[config.mk]
export PLATFORM = sky130hd
export DESIGN_NAME = chkv_front
export DESIGN_NICKNAME = d
export VERILOG_FILES = /design/src/sv/chkv_pkg.sv /design/src/sv/chkv_front.sv
export SDC_FILE = /design/constraint.sdc
export NUM_CORES = 2
export LEC_CHECK = 0
export ABC_CLOCK_PERIOD_IN_PS = 23300
export BUFFER_PORTS_ARGS = -buffer_cell sky130_fd_sc_hd__buf_2
export CORE_MARGIN = 4
export CORE_UTILIZATION = 57
export CTS_BUF_LIST = sky130_fd_sc_hd__clkbuf_16
export DETAILED_ROUTE_END_ITERATION = 16
export MAX_ROUTING_LAYER = met4
export PLACE_DENSITY = 0.74
export SYNTH_ARGS = -nofsm -noshare
export SYNTH_HDL_FRONTEND = slang
export SYNTH_SLANG_ARGS = --single-unit
[constraint.sdc]
create_clock -name clk -period 23.3 [get_ports clk]
set_input_delay 4.66 -clock clk [delete_from_list [all_inputs] [get_ports clk]]
set_output_delay 4.66 -clock clk [all_outputs]
set_load 0.01 [all_outputs]
[src/sv/chkv_pkg.sv]
// Shared types and hash helpers for the chained hash key-value map.
`timescale 1ns / 1ps
package chkv_pkg;

    localparam logic CMD_SET = 1'b0;
    localparam logic CMD_GET = 1'b1;

    typedef struct packed {
        logic        command;
        logic [31:0] key;
        logic [31:0] new_value;
        logic [31:0] hash;
    } req_t;

    typedef struct packed {
        logic        found;
        logic [31:0] read_value;
        logic        table_full;
    } rsp_t;

    typedef enum logic [2:0] {
        ST_IDLE,
        ST_HEAD,
        ST_NODE,
        ST_CHECK,
        ST_WRITE,
        ST_OUT
    } walk_state_t;

    function automatic logic [31:0] rotl32(input logic [31:0] x, input int r);
        rotl32 = (x << r) | (x >> (32 - r));
    endfunction

endpackage

[src/sv/chkv_front.sv]
// Front end: accept requests and hash the key over a four-stage pipeline.
`timescale 1ns / 1ps
module chkv_front (
    input  logic               clk,
    input  logic               rst_n,
    input  logic               in_valid,
    output logic               in_ready,
    input  logic               in_command,
    input  logic [31:0]        in_key,
    input  logic [31:0]        in_new_value,
    output logic               q_valid,
    input  logic               q_ready,
    output chkv_pkg::req_t     q_req
);
    logic [3:0]  vld_reg;
    logic        cmd_reg [4];
    logic [31:0] key_reg [4];
    logic [31:0] val_reg [4];
    logic [31:0] h_reg   [4];
    logic        adv;
    logic [31:0] k1, h2, h3;

    // pipeline moves only when the last stage is free or drained
    assign adv      = !vld_reg[3] || q_ready;
    assign in_ready = adv;
    assign q_valid  = vld_reg[3];
    assign q_req    = '{command: cmd_reg[3], key: key_reg[3],
                        new_value: val_reg[3], hash: h_reg[3]};

    always_comb
    begin
        k1 = chkv_pkg::rotl32(h_reg[0], 15) * 32'h1b873593;
        h2 = chkv_pkg::rotl32(h_reg[1], 13) * 32'd5 + 32'he6546b64;
        h2 = h2 ^ 32'd4;
        h2 = h2 ^ (h2 >> 16);
        h3 = h_reg[2] ^ (h_reg[2] >> 13);
    end

    always_ff @(posedge clk or negedge rst_n)
    begin
        if (!rst_n)
        begin
            vld_reg <= '0;
        end
        else if (adv)
        begin
            vld_reg <= {vld_reg[2:0], in_valid};
        end
    end

    always_ff @(posedge clk)
    begin
        if (adv)
        begin
            cmd_reg[0] <= in_command;
            key_reg[0] <= in_key;
            val_reg[0] <= in_new_value;
            h_reg[0]   <= in_key * 32'hcc9e2d51;
            for (int i = 1; i < 4; i++)
            begin
                cmd_reg[i] <= cmd_reg[i-1];
                key_reg[i] <= key_reg[i-1];
                val_reg[i] <= val_reg[i-1];
            end
            h_reg[1] <= k1;
            h_reg[2] <= h2 * 32'h85ebca6b;
            h_reg[3] <= (h3 * 32'hc2b2ae35) ^ ((h3 * 32'hc2b2ae35) >> 16);
        end
    end
endmodule

; ---- Word level (Yosys, flattened, before mapping)
; Memory sizes are Yosys's and may differ from the RTL's.
; Index checks and enable logic that the tools add are counted.
[op_classes]
reduce_logical = 2
multipliers = 5
bitwise = 6
n_addsub = 1
mux = 2
[op_table]
columns = op, n
row1 = $mul 32x31->32 const B, 2
row2 = $xor 32x16->32, 2
row3 = $add 32x32->32 const B, 1
row4 = $mul 32x29->32 const B, 1
row5 = $mul 32x3->32 const B, 1
row6 = $mul 32x32->32 const B, 1
row7 = $or 32x13->32, 1
row8 = $or 32x15->32, 1
row9 = $xor 32x19->32, 1
row10 = $mux 1, 2
row11 = $logic_not 1->1, 1
row12 = $logic_or 1x1->1, 1
row13 = $not 1->1, 1
[word_totals]
memories = 4
out_inout_bits = 99
register_bits = 4
elab_cells = 21
ram_bits = 388
input_bits = 69
[mem_list]
columns = memory, words, width, read_ports, rd_ports_with_merged_regs, write_ports, line
row1 = h_reg, 4, 32, 4, 0, 4, chkv_front.sv:19  ; logic [31:0] h_reg [4];
row2 = key_reg, 4, 32, 4, 0, 4, chkv_front.sv:17  ; logic [31:0] key_reg [4];
row3 = val_reg, 4, 32, 4, 0, 4, chkv_front.sv:18  ; logic [31:0] val_reg [4];
row4 = cmd_reg, 4, 1, 4, 0, 4, chkv_front.sv:16  ; logic cmd_reg [4];

; ---- Logic depth before layout (Yosys ltp)
[depth]
ltp_word = 6
mapped_depth = 43
mapped_depth_nobuf = 43

; ---- Least setup slack after synthesis
; No wires, ideal clock.
[synth_path]
kind = input -> output
startpoint = input port q_ready
endpoint = output port in_ready
t_required_ns = 18.640
n_path_buf = 0
arrival_time_ns = 13.980
path_slack_ns = 4.660
stages = 1
cell_sequence = nand2b_1
[synth_between]
elab_chain_len = 1
[synth_rtl]
columns = item, line
row1 = start: declaration, chkv_front.sv:12  ; input logic q_ready,
row2 = $logic_or 1x1->1, chkv_front.sv:24  ; assign adv = !vld_reg[3] || q_ready;
row3 = end: declaration, chkv_front.sv:7  ; output logic in_ready,
; No other way between the ends.

==> flow_summary_export.csv <==
group,metric,value,unit
run_status,status,"finished clean",
sta,max_freq,89.51,MHz
synthesis,synth_most_common_cell,"inv_1",
worst_setup_path,cp-end-kind,"flop",
synthesis,ys_ff_latch,388,
clock_network,cts_root_buffer,"clkbuf_16",
sta,min_period,11.17,ns
sta,period_share,47.95,%
layout,area_growth,7.747,%
sta,worstMarginPinSlew,1.016,ns
worst_setup_path,cpMostUsedCell,"fa_1",
worst_hold_path,hold_path.startpoint,"val_reg[1][6]",
placement,dp_hpwl,91470,µm
placement,routabilityCongestion,0.9452,
layout,fill_cells,6500,
clock_network,cts_tree,"yes",
clock_network,cts_setup_buffers,0,
synthesis,ys_types,64,
floorplanning,rows,105,
routing,drt_pre_antenna_iters,5,
floorplanning,die_y,296.2,µm
synthesis,syn_inst,4048,
worst_setup_path,rr_endpoint,"h_reg[2][31]",
sta,final.setup.tns,0,ns
global_route,grt_pass1_wl,167800,µm
routing,wl,106100,µm
floorplanning,top_level_ports,168,
routing,antenna_left,0,
floorplanning,dieArea,87720,µm²
clock_network,cts_hold_buf,0,
placement,portBuffers,167,
worst_setup_path,r2r_start,"h_reg[1][23]",
synthesis,netlist_area,47340,µm²
sta,finClkSkew,0.03029,ns
clock_network,cts_buffer_depth,3,
worst_setup_path,arrival,11.48,ns
global_route,grt_pass1_vias,30410,
global_route,grt_use_total,26.07,%
routing,vias,28230,
worst_setup_path,setup.worst_path.start_class,"flop",
flow_run,maxCapViolations,0,
synthesis,synthArstFlopShare,1.031,%
clock_network,numCtsBuffers,42,
layout,drive_above_1_share,6.318,%
floorplanning,coreArea,82240,µm²
worst_hold_path,hold_class,"flop to flop",
worst_setup_path,slowest_stage,"xor2_1",
worst_setup_path,cpPeakStageDelay,0.65,ns
clock_network,cts_sinks,388,
synthesis,synth-edff-count,384,
global_route,grt_max_degree,180,
clock_network,clk_latency,0.59,ns
synthesis,synthTopCellsByArea,"fa_1, edfxtp_1, ha_1",
worst_setup_path,reg2reg_slack,12.13,ns
clock_network,htreeDepth,2,
sta,final-max-slew-violation-count,0,
synthesis,ys.flop_type,"edfxtp_1",
sta,max_slew_margin,32.02,%
worst_setup_path,cp_max_fo,7,
clock_network,clk_pin_slew,0.06,ns
routing,first_iter_violations,1575,
routing,vias_per_cell,5.247,
worst_setup_path,required,23.61,ns
synthesis,synth-warning-count,0,
floorplanning,die_x,296.2,µm
synthesis,seq_area_frac_synth,24.57,%
synthesis,synth_common_cells,"inv_1, ha_1, fa_1",
clock_network,cts_resized,0,
routing,drc,0,
worst_setup_path,critical_path_class,"flop to flop",
routing,wire_per_inst,19.72,µm
layout,final_net_count,5903,
floorplanning,start_util,57.56,%
global_route,overflow,0,
synthesis,syn_avg_cell_area,11.69,µm²
worst_hold_path,holdPathStages,0,
synthesis,synth_top_area_share,31.59,%
sta,rsz0062_at_grt,"no",
sta,finalHoldViolations,0,
synthesis,synth_top_area_cell,"fa_1",
worst_setup_path,reg2reg_depth,40,
sta,setup-violations-final,0,
synthesis,syn-num-nets,5679,
global_route,antenna_found_initial,5,
worst_hold_path,hold_path_end,"val_reg[2][6]",
logic make-up (layout without fill, tap and decap cells):
logic type               after synthesis  count (layout)  synth area share, %
XOR/XNOR                             294             294                5.588
other                                  0               4                    0
adder cells (fa/ha/maj)             1562            1562                53.13
AO/OA/AOI/OAI                        310             310                4.226
multiplexers                           5               5               0.1137
AND/OR/NAND/NOR                      237             237                2.434
buffers and inverters               1252            1509                9.936
flip-flops                           388             388                24.57
cells in the final DEF (no fill, tap or decap), types with 5 or more instances in the layout:
master and count:
ha_1 815, nor2_1 73, o21bai_1 19, nor3_1 13, edfxtp_1 384, o211ai_1 8, buf_2 167, inv_1 1255
xor2_1 75, a21oi_1 91, o21a_1 18, a21boi_0 6, inv_6 5, o31a_1 5, fa_1 747, nand3_1 16
nand2b_1 16, a21o_1 39, buf_4 13, nand4_1 7, clkbuf_16 42, nand2_1 50, a211oi_1 16, xnor2_1 212
or2_2 8, or3_1 6, nor2b_1 17, and3_1 11, clkinv_2 6, clkinv_1 6, o21ai_0 64, a31oi_1 7
o31ai_1 5
worst max-delay path by stage:
stage | startpoint | to | slack [ns] | cells past startpoint
finish | h_reg[1][23] | h_reg[2][31] | 12.13 | 40
global route | h_reg[1][23] | h_reg[2][31] | 11.51 | 38
CTS | h_reg[1][23] | h_reg[2][31] | 12.12 | 40
detailed placement | in_key[5] | h_reg[0][31] | 12.08 | 27
global placement | in_key[5] | h_reg[0][31] | 12.17 | 27
floorplan | q_ready | in_ready | 4.66 | 1
critical path: cells and delay by family, from the launching register on:
| kind | cells | cell delay [ns] |
|---|---|---|
| AOI/OAI and AO/OA | 10 | 2.19 |
| buffers and inverters | 6 | 0.31 |
| and+or+nand+nor | 7 | 1.35 |
| adders and majority gates | 12 | 5.01 |
| xor gates and xnor gates | 5 | 1.55 |
| DFF | 1 | 0.45 |
final cells by class:
cell class | count | area [µm²] | area share, %
sequential | 388 | 11630 | 22.80
antenna | 4 | 10.01 | 0.01962
timing repair buffer | 181 | 953.4 | 1.869
tap | 1070 | 1339 | 2.625
multi-input combinational | 2408 | 31020 | 60.81
clock buffer | 42 | 1051 | 2.061
clock inverter | 35 | 306.5 | 0.6010
inverter | 1251 | 4696 | 9.206
per-layer routing:
metal / track usage, % / vias to the layer above / wire (µm)
met5: - / - / 0
met4: 6.729 / 0 / 3028
met3: 4.389 / 166 / 6915
met2: 42.27 / 747 / 51290
met1: 34.56 / 14180 / 44830
li1: - / 13140 / -
through the flow:
step | util, % | setup WS (ns) | std cells | hold WS, ns | instance area, µm²
CTS | 62.01 | 12.12 | 5375 | 0.4144 | 51000
detailed placement | 60.36 | 12.08 | 5298 | 0.4045 | 49640
global route | 62.02 | 11.51 | 5379 | 0.4212 | 51010
finish | 62.02 | 12.13 | 5379 | 0.4125 | 51010
floorplan | - | 4.660 | 4048 | 0.4003 | 47340
global placement | 60.36 | 12.17 | 5298 | 0.4002 | 49640
Power is not shown: default switching activity piles up to over one toggle a cycle in this logic, so the estimate is an artifact.
