--- src/sv/chkv_pkg.sv ---
// Shared types and hash helpers for the chained hash key-value map.
`timescale 1ns / 1ps
package chkv_pkg;

    localparam logic CMD_SET = 1'b0;
    localparam logic CMD_GET = 1'b1;

    typedef struct packed {
        logic        command;
        logic [31:0] key;
        logic [31:0] new_value;
        logic [31:0] hash;
    } req_t;

    typedef struct packed {
        logic        found;
        logic [31:0] read_value;
        logic        table_full;
    } rsp_t;

    typedef enum logic [2:0] {
        ST_IDLE,
        ST_HEAD,
        ST_NODE,
        ST_CHECK,
        ST_WRITE,
        ST_OUT
    } walk_state_t;

    function automatic logic [31:0] rotl32(input logic [31:0] x, input int r);
        rotl32 = (x << r) | (x >> (32 - r));
    endfunction

endpackage

--- src/sv/chkv_queue.sv ---
// Two-entry request queue between front and back end.
`timescale 1ns / 1ps
module chkv_queue (
    input  logic           clk,
    input  logic           rst_n,
    input  logic           wr_valid,
    output logic           wr_ready,
    input  chkv_pkg::req_t wr_data,
    output logic           rd_valid,
    input  logic           rd_ready,
    output chkv_pkg::req_t rd_data
);
    chkv_pkg::req_t buf_reg [2];
    logic           wp_reg, rp_reg;
    logic [1:0]     cnt_reg;
    logic           push, pop;

    assign wr_ready = cnt_reg != 2'd2;
    assign rd_valid = cnt_reg != 2'd0;
    assign rd_data  = buf_reg[rp_reg];
    assign push     = wr_valid && wr_ready;
    assign pop      = rd_valid && rd_ready;

    always_ff @(posedge clk or negedge rst_n)
    begin
        if (!rst_n)
        begin
            wp_reg  <= 1'b0;
            rp_reg  <= 1'b0;
            cnt_reg <= 2'd0;
        end
        else
        begin
            if (push) wp_reg <= !wp_reg;
            if (pop)  rp_reg <= !rp_reg;
            cnt_reg <= cnt_reg + {1'b0, push} - {1'b0, pop};
        end
    end

    always_ff @(posedge clk)
    begin
        if (push)
        begin
            buf_reg[wp_reg] <= wr_data;
        end
    end
endmodule

--- config.mk ---
export PLATFORM = sky130hd
export DESIGN_NAME = chkv_queue
export DESIGN_NICKNAME = d
export VERILOG_FILES = /design/src/sv/chkv_pkg.sv /design/src/sv/chkv_queue.sv
export SDC_FILE = /design/constraint.sdc
export NUM_CORES = 1
export LEC_CHECK = 0
export BUFFER_PORTS_ARGS = -buffer_cell sky130_fd_sc_hd__buf_4
export CORE_MARGIN = 2
export CORE_UTILIZATION = 47
export CTS_CLUSTER_SIZE = 40
export DETAILED_ROUTE_END_ITERATION = 6
export MAX_ROUTING_LAYER = met4
export PLACE_DENSITY = 0.88
export SLEW_MARGIN = 20
export SYNTH_ARGS = -nofsm -noshare
export SYNTH_HDL_FRONTEND = slang
export SYNTH_SLANG_ARGS = --single-unit
--- constraint.sdc ---
create_clock -name clk -period 4.75 [get_ports clk]
set_input_delay 0.475 -clock clk [delete_from_list [all_inputs] [get_ports clk]]
set_output_delay 0.475 -clock clk [all_outputs]
set_load 0.02 [all_outputs]
# Yosys cells after proc, flatten, opt, wreduce, memory -nomap -nowiden
# Memory sizes are Yosys's and may differ from the RTL's.
# Cells that the tools add are included.
op_classes:
  n_addsub: 2
  eq_ne: 1
  muxes: 2
  n_reduce_logical: 5
op_table:
  columns: ["op", "n"]
  rows:
  - ["$add A2 B1 Y2", 1]
  - ["$logic_and A1 B1 Y1", 2]
  - ["$logic_not A1 Y1", 2]
  - ["$mux W1", 2]
  - ["$ne A2 B2 Y1 const B", 1]
  - ["$reduce_bool A2 Y1", 1]
  - ["$sub A2 B1 Y2", 1]
totals:
  reg_bits: 4
  mem_bits_rw: 194
  in_bits: 101
  output_inout_bits: 99
  wordCells: 14
  n_memories: 1
memory_table:
  columns: ["name", "depth", "word_bits", "rd", "rd_clocked_by_memory_dff", "wr", "line", "source"]
  rows:
  - ["buf_reg", 2, 97, 1, 0, 1, "chkv_queue.sv:13", "chkv_pkg::req_t buf_reg [2];"]

# Depth between registers and ports, before layout
# Gate-level depths: netlist (run 1).
depth:
  word_depth: 4
  mapped_depth: 5

# Least setup slack after synthesis (run 1)
# Ideal clock, no wire load.
synth_timing:
  kind: "register to register"
  from: "register cnt_reg[0]"
  to: "memory buf_reg[0][0] (netlist name) (enable)"
  setup_ps: 553
  arrival_ps: 4828
  t_required_ps: 4197
  slack_ps: -631
  stages_incl_launch_ff: 4
  period_less_slack_ps: 5381
  cell_sequence: "dfrtp_1 > nand2b_1 > nand2_1 > nor2_1"
synth_via:
  elab_chain_len: 4
synth_lines:
  columns: ["item", "line", "source"]
  rows:
  - ["from (decl)", "chkv_queue.sv:15", "logic [1:0] cnt_reg;"]
  - ["from (signal assigned)", "chkv_queue.sv:36", "cnt_reg <= cnt_reg + {1'b0, push} - {1'b0, pop};"]
  - ["$ne A2 B2 Y1", "chkv_queue.sv:18", "assign wr_ready = cnt_reg != 2'd2;"]
  - ["net wr_ready", "chkv_queue.sv:7", "output logic wr_ready,"]
  - ["$logic_and A1 B1 Y1", "chkv_queue.sv:21", "assign push = wr_valid && wr_ready;"]
  - ["$mux W1", "chkv_queue.sv:42", "if (push)"]
  - ["$mux W1 (not written as such)", "chkv_queue.sv:44", "buf_reg[wp_reg] <= wr_data;"]
  - ["to (decl)", "chkv_queue.sv:13", null]
# The timed path passes the listed nets, and every way through them passes these cells.

==> results of run 1 <==
[worst paths after layout]
path                            slack [ps]  cells past startpoint             end
worst max-delay path                  1790                      4      rd_data[6]
worst min-delay path                   240                      1  buf_reg[1][57]
worst max register to register        2410                      3  buf_reg[1][71]
worst min register to register         560                      1          wp_reg
max in group asynchronous             4260                      2          rp_reg
min in group asynchronous              380                      2          rp_reg
[cell usage in the layout (no fill, tap or decap), types with 2 or more instances in the layout]
| cell type | count |
|---|---|
| buf_4 | 203 |
| clkbuf_1 | 4 |
| clkbuf_16 | 17 |
| clkinv_1 | 2 |
| clkinv_2 | 4 |
| dfrtp_1 | 3 |
| edfxtp_1 | 194 |
| mux2_2 | 77 |
| mux2_4 | 20 |
| nand2_1 | 2 |
| nor2_1 | 2 |
| xnor2_1 | 3 |
[kinds of logic after synthesis]
group / share of synthesized area [%]
adders and majority gates: 0.171
xor gates and xnor gates: 0.360
DFF: 81.2
and+or+nand+nor: 0.806
buffers and inverters: 1.10
muxes: 16.0
AOI/OAI and AO/OA: 0.326
[through the flow]
stage	std cells	hold slack, ps
global route	737	221
CTS	736	218
floorplan	324	179
global placement	704	273
finish	737	242
detailed placement	704	277
[power groups by stage]
stage	Combinational [uW]	Sequential [uW]	Clock, uW
detailed placement	2080	2670	0
floorplan	1420	2520	0
global placement	2040	2640	0
finish	2140	2560	1290
global route	2260	2600	1380
CTS	2090	2630	1310
[final cells by class]
class | instances | area share, %
clock inverter | 10 | 0.865
timing repair buffer | 205 | 16.3
sequential | 198 | 62.1
multi-input combinational | 115 | 13.6
clock buffer | 21 | 4.62
tap | 188 | 2.46
[routing by layer]
metal  vias up  track usage [%]  part of all wire [%]  wire length, um
met1      1816             19.7                    41             5480
met5         -                -                     0                0
li1       1710                -                     -                -
met4         0             6.65                   1.5              204
met3        17             4.24                   6.3              828
met2       146             26.6                    51             6740
==> results.cfg, run 1 <==
[routing]
vias = 3689
drt-pass1-iter-count = 4
drc = 0
drtAntennaViolNets = 0
viasPerCell = 5.01
wirelength_mm = 13.2
wl_per_cell_um = 18.0
drtIter0Drc = 198

[sta]
max_freq_ghz = 0.338
hold_violations = 0
tightest_slew_ps = 971
slew_viol_final = 0
skew_ps = 6.39
slew-limit-headroom_pct = 35.3
final.setup.tns_ps = 0
period_needed_ps = 2960
fin_crit_sh_pct = 62.3
fin_ws_ps = 1790
setup_violations = 0
rsz0062_at_grt = no

[grt]
gr-total-overflow = 0
grt_pass1_vias = 3814
grt_max_degree = 80
antenna_found_initial = 0
grt_pass1_wl_mm = 19.5
grt_usage_pct = 16.3

[finish]
n_antenna_cell = 0
largest_reg_flops = 194
utilization_pct = 62.8
nets = 639
drive_gt1_share_pct = 60.3
multiInputGateArea_mm2 = 0.00130
syn_to_final_growth_pct = 30.8
postLayoutCellArea_mm2 = 0.00954
nFillCells = 1062
final-seq-area_mm2 = 0.00593

[placed_design]
preCtsSetupSlack_ps = 2080
hpwl_mm = 8.84
placed_cell_area_mm2 = 0.00899
gp_congestion = 0.704
port_buffers = 199

[pwr]
pwr-share-seq_pct = 42.8
pwr_density_cell_mw_per_mm2 = 627
switching_share_pct = 31.2
p_int_uw = 4120
max-vdd-ir-drop_v = 0.000545
clkPwrFrac_pct = 21.5
netSwitchingPower_uw = 1870
p_leak_uw = 0.00361
pwr-share-comb_pct = 35.7
p_total_uw = 5990

[synth]
ys_seq_area_share_pct = 81.2
syn-instance-count = 324
syn_area_mm2 = 0.00729
synth_edf_count = 194
yosysTopAreaCellShare_pct = 79.9
avgSynthCellArea_um2 = 22.5
synth_cell_types = 19
synth_common_cells = edfxtp_1 (194), mux2_2 (77), mux2_4 (20), buf_2 (7)
ys_ff_latch = 198
ys.flop_type = edfxtp_1
yosysMostFrequentCell = edfxtp_1
yosysTopAreaCell = edfxtp_1
yosysWarnings = 0
synth.net_count = 426
synth-async-reset-ratio_pct = 2.02
ys_top_cells_by_area = edfxtp_1 (80%), mux2_2 (12%), mux2_4 (4.1%)

[setup_path]
r2r-start = cnt_reg[0]
crit_path_end_kind = primary output
critPathRequiredTime_ps = 4280
crit_top_cell = buf_4
path_cells = buf_12 > buf_4 > mux2_2 > buf_4
critPathLaunchType = flip-flop
crit_path_start = rp_reg
arrival_ps = 2480
cp_slowest_cell = dfrtp_4
critical_path.top_delay_family = buffers and inverters
path_max_fanout = 42
critPathKind = reg2out
cpPeakStageDelay_ps = 810
cp.buffers_inverters = 3

[clock_network]
cts.repair.resized = 0
clk_pin_slew_ps = 70
cts_buffer_depth = 2
cts_sinks = 198
cts_made_buffers = 17
clk_latency_ps = 420
htreeDepth = 4
cts_root_buf = clkbuf_16
holdBufCountCts = 1
cts_tree = yes
post_cts_buffers = 0

[floorplanning]
io_pins = 200
die_w_um = 129
start_util_pct = 48.0
die-area_mm2 = 0.0165
die_h_um = 129
rows = 45
coreArea_mm2 = 0.0152

[hold_path]
hp-class = in2reg
min_from = wr_data[57]

[outcome]
outcome = complete, no violations

[run]
maxCapViolCount = 0
Note: power is estimated with default switching activity, not from simulation.
==> inputs of run 2 (changes only) <==
==> constraint.sdc (replaced) <==
create_clock -name clk -period 2.7 [get_ports clk]
set_input_delay 0.27 -clock clk [delete_from_list [all_inputs] [get_ports clk]]
set_output_delay 0.27 -clock clk [all_outputs]
set_load 0.02 [all_outputs]
==> run 2 against run 1 <==
- die area is the same
- core utilization grew 0.30 points
- routed wire length grew 0.35%
- total power grew 78%
- clock-buffer cell count shrank 3
- largest cell class unchanged
==> results.cfg, run 2 (same netlist as run 1, synthesis figures left out) <==
[grt]
gr-total-overflow = 0
grt_usage_pct = 16.8
grt_pass1_wl_mm = 20.0
grt_pass1_vias = 4008
grt_max_degree = 53
antenna_found_initial = 0

[clock_network]
htreeDepth = 4
cts_root_buf = clkbuf_16
cts_tree = yes
clk_latency_ps = 420
cts_sinks = 198
post_cts_buffers = 0
cts_made_buffers = 17
clk_pin_slew_ps = 70
cts_buffer_depth = 2

[pwr]
p_leak_uw = 0.00362
p_total_uw = 10700
pwr_density_cell_mw_per_mm2 = 1110
max-vdd-ir-drop_v = 0.000532

[floorplanning]
die_h_um = 129
start_util_pct = 48.0
die_w_um = 129
io_pins = 200
coreArea_mm2 = 0.0152
die-area_mm2 = 0.0165
rows = 45

[routing]
wirelength_mm = 13.3
wl_per_cell_um = 18.0
viasPerCell = 5.07
drt-pass1-iter-count = 4
drc = 0
drtAntennaViolNets = 0
drtIter0Drc = 207
vias = 3735

[placed_design]
placed_cells = 707
gp_congestion = 0.727
port_buffers = 199
hpwl_mm = 9.15
placed_cell_area_mm2 = 0.00904

[sta]
period_needed_ps = 2380
whs_ps = 33.8
setup_violations = 0
max_freq_ghz = 0.420
slew_viol_final = 0
skew_ps = 5.09
rsz0062_at_grt = no
tightest_slew_ps = 710
final.setup.tns_ps = 0
slew-limit-headroom_pct = 52.7
hold_violations = 0
fin_crit_sh_pct = 88.3

[setup_path]
critPathKind = reg2out
cp_slowest_cell = dfrtp_4
critPathLaunchType = flip-flop
path_cells = buf_4 > mux2_2 > buf_4
crit_top_cell = buf_4
critPathRequiredTime_ps = 2430
crit_path_end_kind = primary output
cpPeakStageDelay_ps = 750
path_max_fanout = 29
arrival_ps = 2110

[finish]
final_cell_mix = buf_4 (204), edfxtp_1 (194), mux2_2 (77)
nets = 641
n_antenna_cell = 0
largest_reg_flops = 194
final_cells = 737
drive_gt1_share_pct = 60.5
final_common_cell = buf_4
postLayoutCellArea_mm2 = 0.00959
syn_to_final_growth_pct = 31.4

[outcome]
outcome = complete, no violations

[hold_path]
hp-class = in2reg

[run]
maxCapViolCount = 0
run 2: cell count changes in the layout (fill, tap and decap cells not counted):
cell,before,now
bufinv_16,1,2
clkbuf_1,4,1
clkinv_4,1,0
clkinv_2,4,1
clkinv_1,2,4
clkinvlp_4,1,3
buf_4,203,204
buf_12,1,2
run 2: what timing repair did:
item / in CTS / in global routing
hold endpoints to repair: 4 / 0
hold buffers: 1 / 0
resized for setup: 0 / 0
run 2: layout make-up:
class	count	area (um^2)
Clock buffer	18	429
Clock inverter	11	111
Fill cell	1086	5610
Multi-Input combinational cell	115	1300
Sequential cell	198	5930
Tap cell	188	235
Timing Repair Buffer	207	1580
run 2: per-stage QoR:
step | utilization (%) | setup WS, ps
after floorplan | - | 18.0
after global placement | 59.4 | 790
after detailed placement | 59.4 | 736
after CTS | 63.1 | 268
after global routing | 63.1 | 218
final | 63.1 | 316
run 2: critical path: cells and delay by family, from the launching register on:
kind | cells | cell delay [ps]
flip-flops | 1 | 750
multiplexers | 1 | 390
buffers and inverters | 2 | 540
run 2: power breakdown:
group	internal, uW	switching (uW)
sequential	4200	271
clock	1340	1010
combinational	1810	2030
total	7350	3310
run 2: worst paths after layout:
path                                   from              to  slack, ps  cells after the start
worst max-delay path                 rp_reg     rd_data[54]        320                      3
worst min-delay path            wr_data[17]  buf_reg[0][17]         30                      1
worst max register to register   cnt_reg[0]  buf_reg[1][57]        880                      3
worst min register to register       wp_reg          wp_reg        550                      1
max in group asynchronous             rst_n          rp_reg       2380                      2
min in group asynchronous             rst_n      cnt_reg[0]        200                      2
run 2: per-layer routing:
metal | GRT usage [%] | part of all wire, %
met5 | - | 0
met1 | 18.5 | 39
met3 | 4.78 | 6.6
met2 | 28.4 | 52
met4 | 8.06 | 2.5
==> inputs of run 3 (changes only) <==
--- a/config.mk
+++ b/config.mk
@@ -5,10 +5,11 @@
 export SDC_FILE = /design/constraint.sdc
 export NUM_CORES = 1
 export LEC_CHECK = 0
+export ABC_CLOCK_PERIOD_IN_PS = 2700
 export BUFFER_PORTS_ARGS = -buffer_cell sky130_fd_sc_hd__buf_4
 export CORE_MARGIN = 2
 export CORE_UTILIZATION = 47
-export CTS_CLUSTER_SIZE = 40
+export CTS_CLUSTER_SIZE = 16
 export DETAILED_ROUTE_END_ITERATION = 6
 export MAX_ROUTING_LAYER = met4
 export PLACE_DENSITY = 0.88
==> constraint.sdc (replaced) <==
create_clock -name clk -period 2.7 [get_ports clk]
set_input_delay 0 -clock clk [delete_from_list [all_inputs] [get_ports clk]]
set_output_delay 0 -clock clk [all_outputs]
set_load 0.02 [all_outputs]
==> run 3 against run 2 <==
- die area is the same
- via count increased by 13%
- fmax increased by 21%
==> results.cfg, run 3 (same netlist as run 1, synthesis figures left out) <==
[outcome]
outcome = complete, no violations

[run]
maxCapViolCount = 0

[finish]
syn_to_final_growth_pct = 45.1
drive_gt1_share_pct = 51.0
final_cells = 836
final_cell_mix = buf_4 (200), edfxtp_1 (194), dlygate4sd3_1 (101)
utilization_pct = 69.6
final_common_cell = buf_4
nFillCells = 925
largest_reg_flops = 194
nets = 738

[placed_design]
hpwl_mm = 8.62
placed_cells = 704
gp_congestion = 0.721
port_buffers = 199

[routing]
viasPerCell = 5.03
vias = 4209
drc = 0
drt-pass1-iter-count = 4
drtAntennaViolNets = 0
wirelength_mm = 15.4
wl_per_cell_um = 18.4
drtIter0Drc = 272

[clock_network]
cts_sinks = 198
cts_made_buffers = 17
cts_tree = yes
htreeDepth = 4
clk_latency_ps = 420
cts_root_buf = clkbuf_16
post_cts_buffers = 0
clk_pin_slew_ps = 70
cts_buffer_depth = 2

[sta]
tightest_slew_ps = 643
setup_violations = 0
final.setup.tns_ps = 0
slew-limit-headroom_pct = 57.1
fin_crit_sh_pct = 72.8
skew_ps = 21.0
whs_ps = 300
max_freq_ghz = 0.509
hold_violations = 0
rsz0062_at_grt = no
period_needed_ps = 1970
slew_viol_final = 0

[setup_path]
crit_path_end_kind = primary output
path_max_fanout = 98
arrival_ps = 1970
critPathKind = reg2out
critPathLaunchType = flip-flop
critPathRequiredTime_ps = 2700

[floorplanning]
die-area_mm2 = 0.0165
die_w_um = 129
rows = 45
start_util_pct = 48.0
io_pins = 200
coreArea_mm2 = 0.0152
die_h_um = 129

[grt]
grt_max_degree = 99
grt_usage_pct = 19.7
gr-total-overflow = 0
grt_pass1_vias = 4685
grt_pass1_wl_mm = 23.5
antenna_found_initial = 0

[pwr]
max-vdd-ir-drop_v = 0.000752
p_leak_uw = 0.00403
pwr_density_cell_mw_per_mm2 = 1020
p_total_uw = 10800

[hold_path]
hp-class = in2reg
run 3: cell types whose count changed in the layout (fill, tap and decap cells not counted), sizes merged:
| cell | delta |
|---|---|
| inv | -1 |
| dlygate4sd3 | +100 |
| buf | -3 |
| diode | +1 |
| clkbuf | +2 |
run 3: path summary, 6_finish.rpt:
check	cells after the start	to	slack, ps	from
max reg2reg	3	buf_reg[1][82]	880	cnt_reg[0]
min	2	buf_reg[1][87]	300	wr_data[87]
max	3	rd_data[21]	730	rp_reg
min reg2reg	1	wp_reg	580	wp_reg
max in group asynchronous	3	rp_reg	2020	rst_n
min in group asynchronous	3	cnt_reg[0]	480	rst_n
run 3: critical path, cell delays in order, from the launching register on:
cell,delay [ps]
dfrtp_4,410
buf_12,390
mux2_2,420
buf_4,160
run 3: stage by stage:
step | area (um^2) | setup WS, ps
6_report | 10600 | 734
5_1_grt | 10600 | 706
4_1_cts | 10600 | 771
3_5_place_dp | 9030 | 977
3_3_place_gp | 9030 | 1040
2_1_floorplan | 7300 | 18.0
run 3: what timing repair did:
item / CTS / global route
hold buffers: 101 / 0
resized for setup: 0 / 0
endpoints found under the hold margin: 201 / 0
run 3: cell type report:
| cell class | instances | area, um^2 | share of cell area (%) |
|---|---|---|---|
| Sequential cell | 198 | 5930 | 56.0 |
| Timing Repair Buffer | 304 | 2570 | 24.3 |
| Multi-Input combinational cell | 115 | 1300 | 12.3 |
| Clock buffer | 20 | 437 | 4.12 |
| Tap cell | 188 | 235 | 2.22 |
| Clock inverter | 10 | 109 | 1.03 |
| Antenna cell | 1 | 2.50 | 0.0236 |
run 3: where the power goes:
| group | switching, uW | internal, uW |
|---|---|---|
| registers | 185 | 4210 |
| clock network | 1020 | 1340 |
| logic | 2200 | 1900 |
| total | 3400 | 7450 |
run 3: routing by layer:
metal	vias up	routed length, um	part of all wire (%)	global-route usage, %
li1	1908	-	-	-
met1	2098	5650	37	20.5
met2	169	8520	55	36.0
met3	34	871	5.7	4.32
met4	0	354	2.3	7.93
met5	-	0	0	-
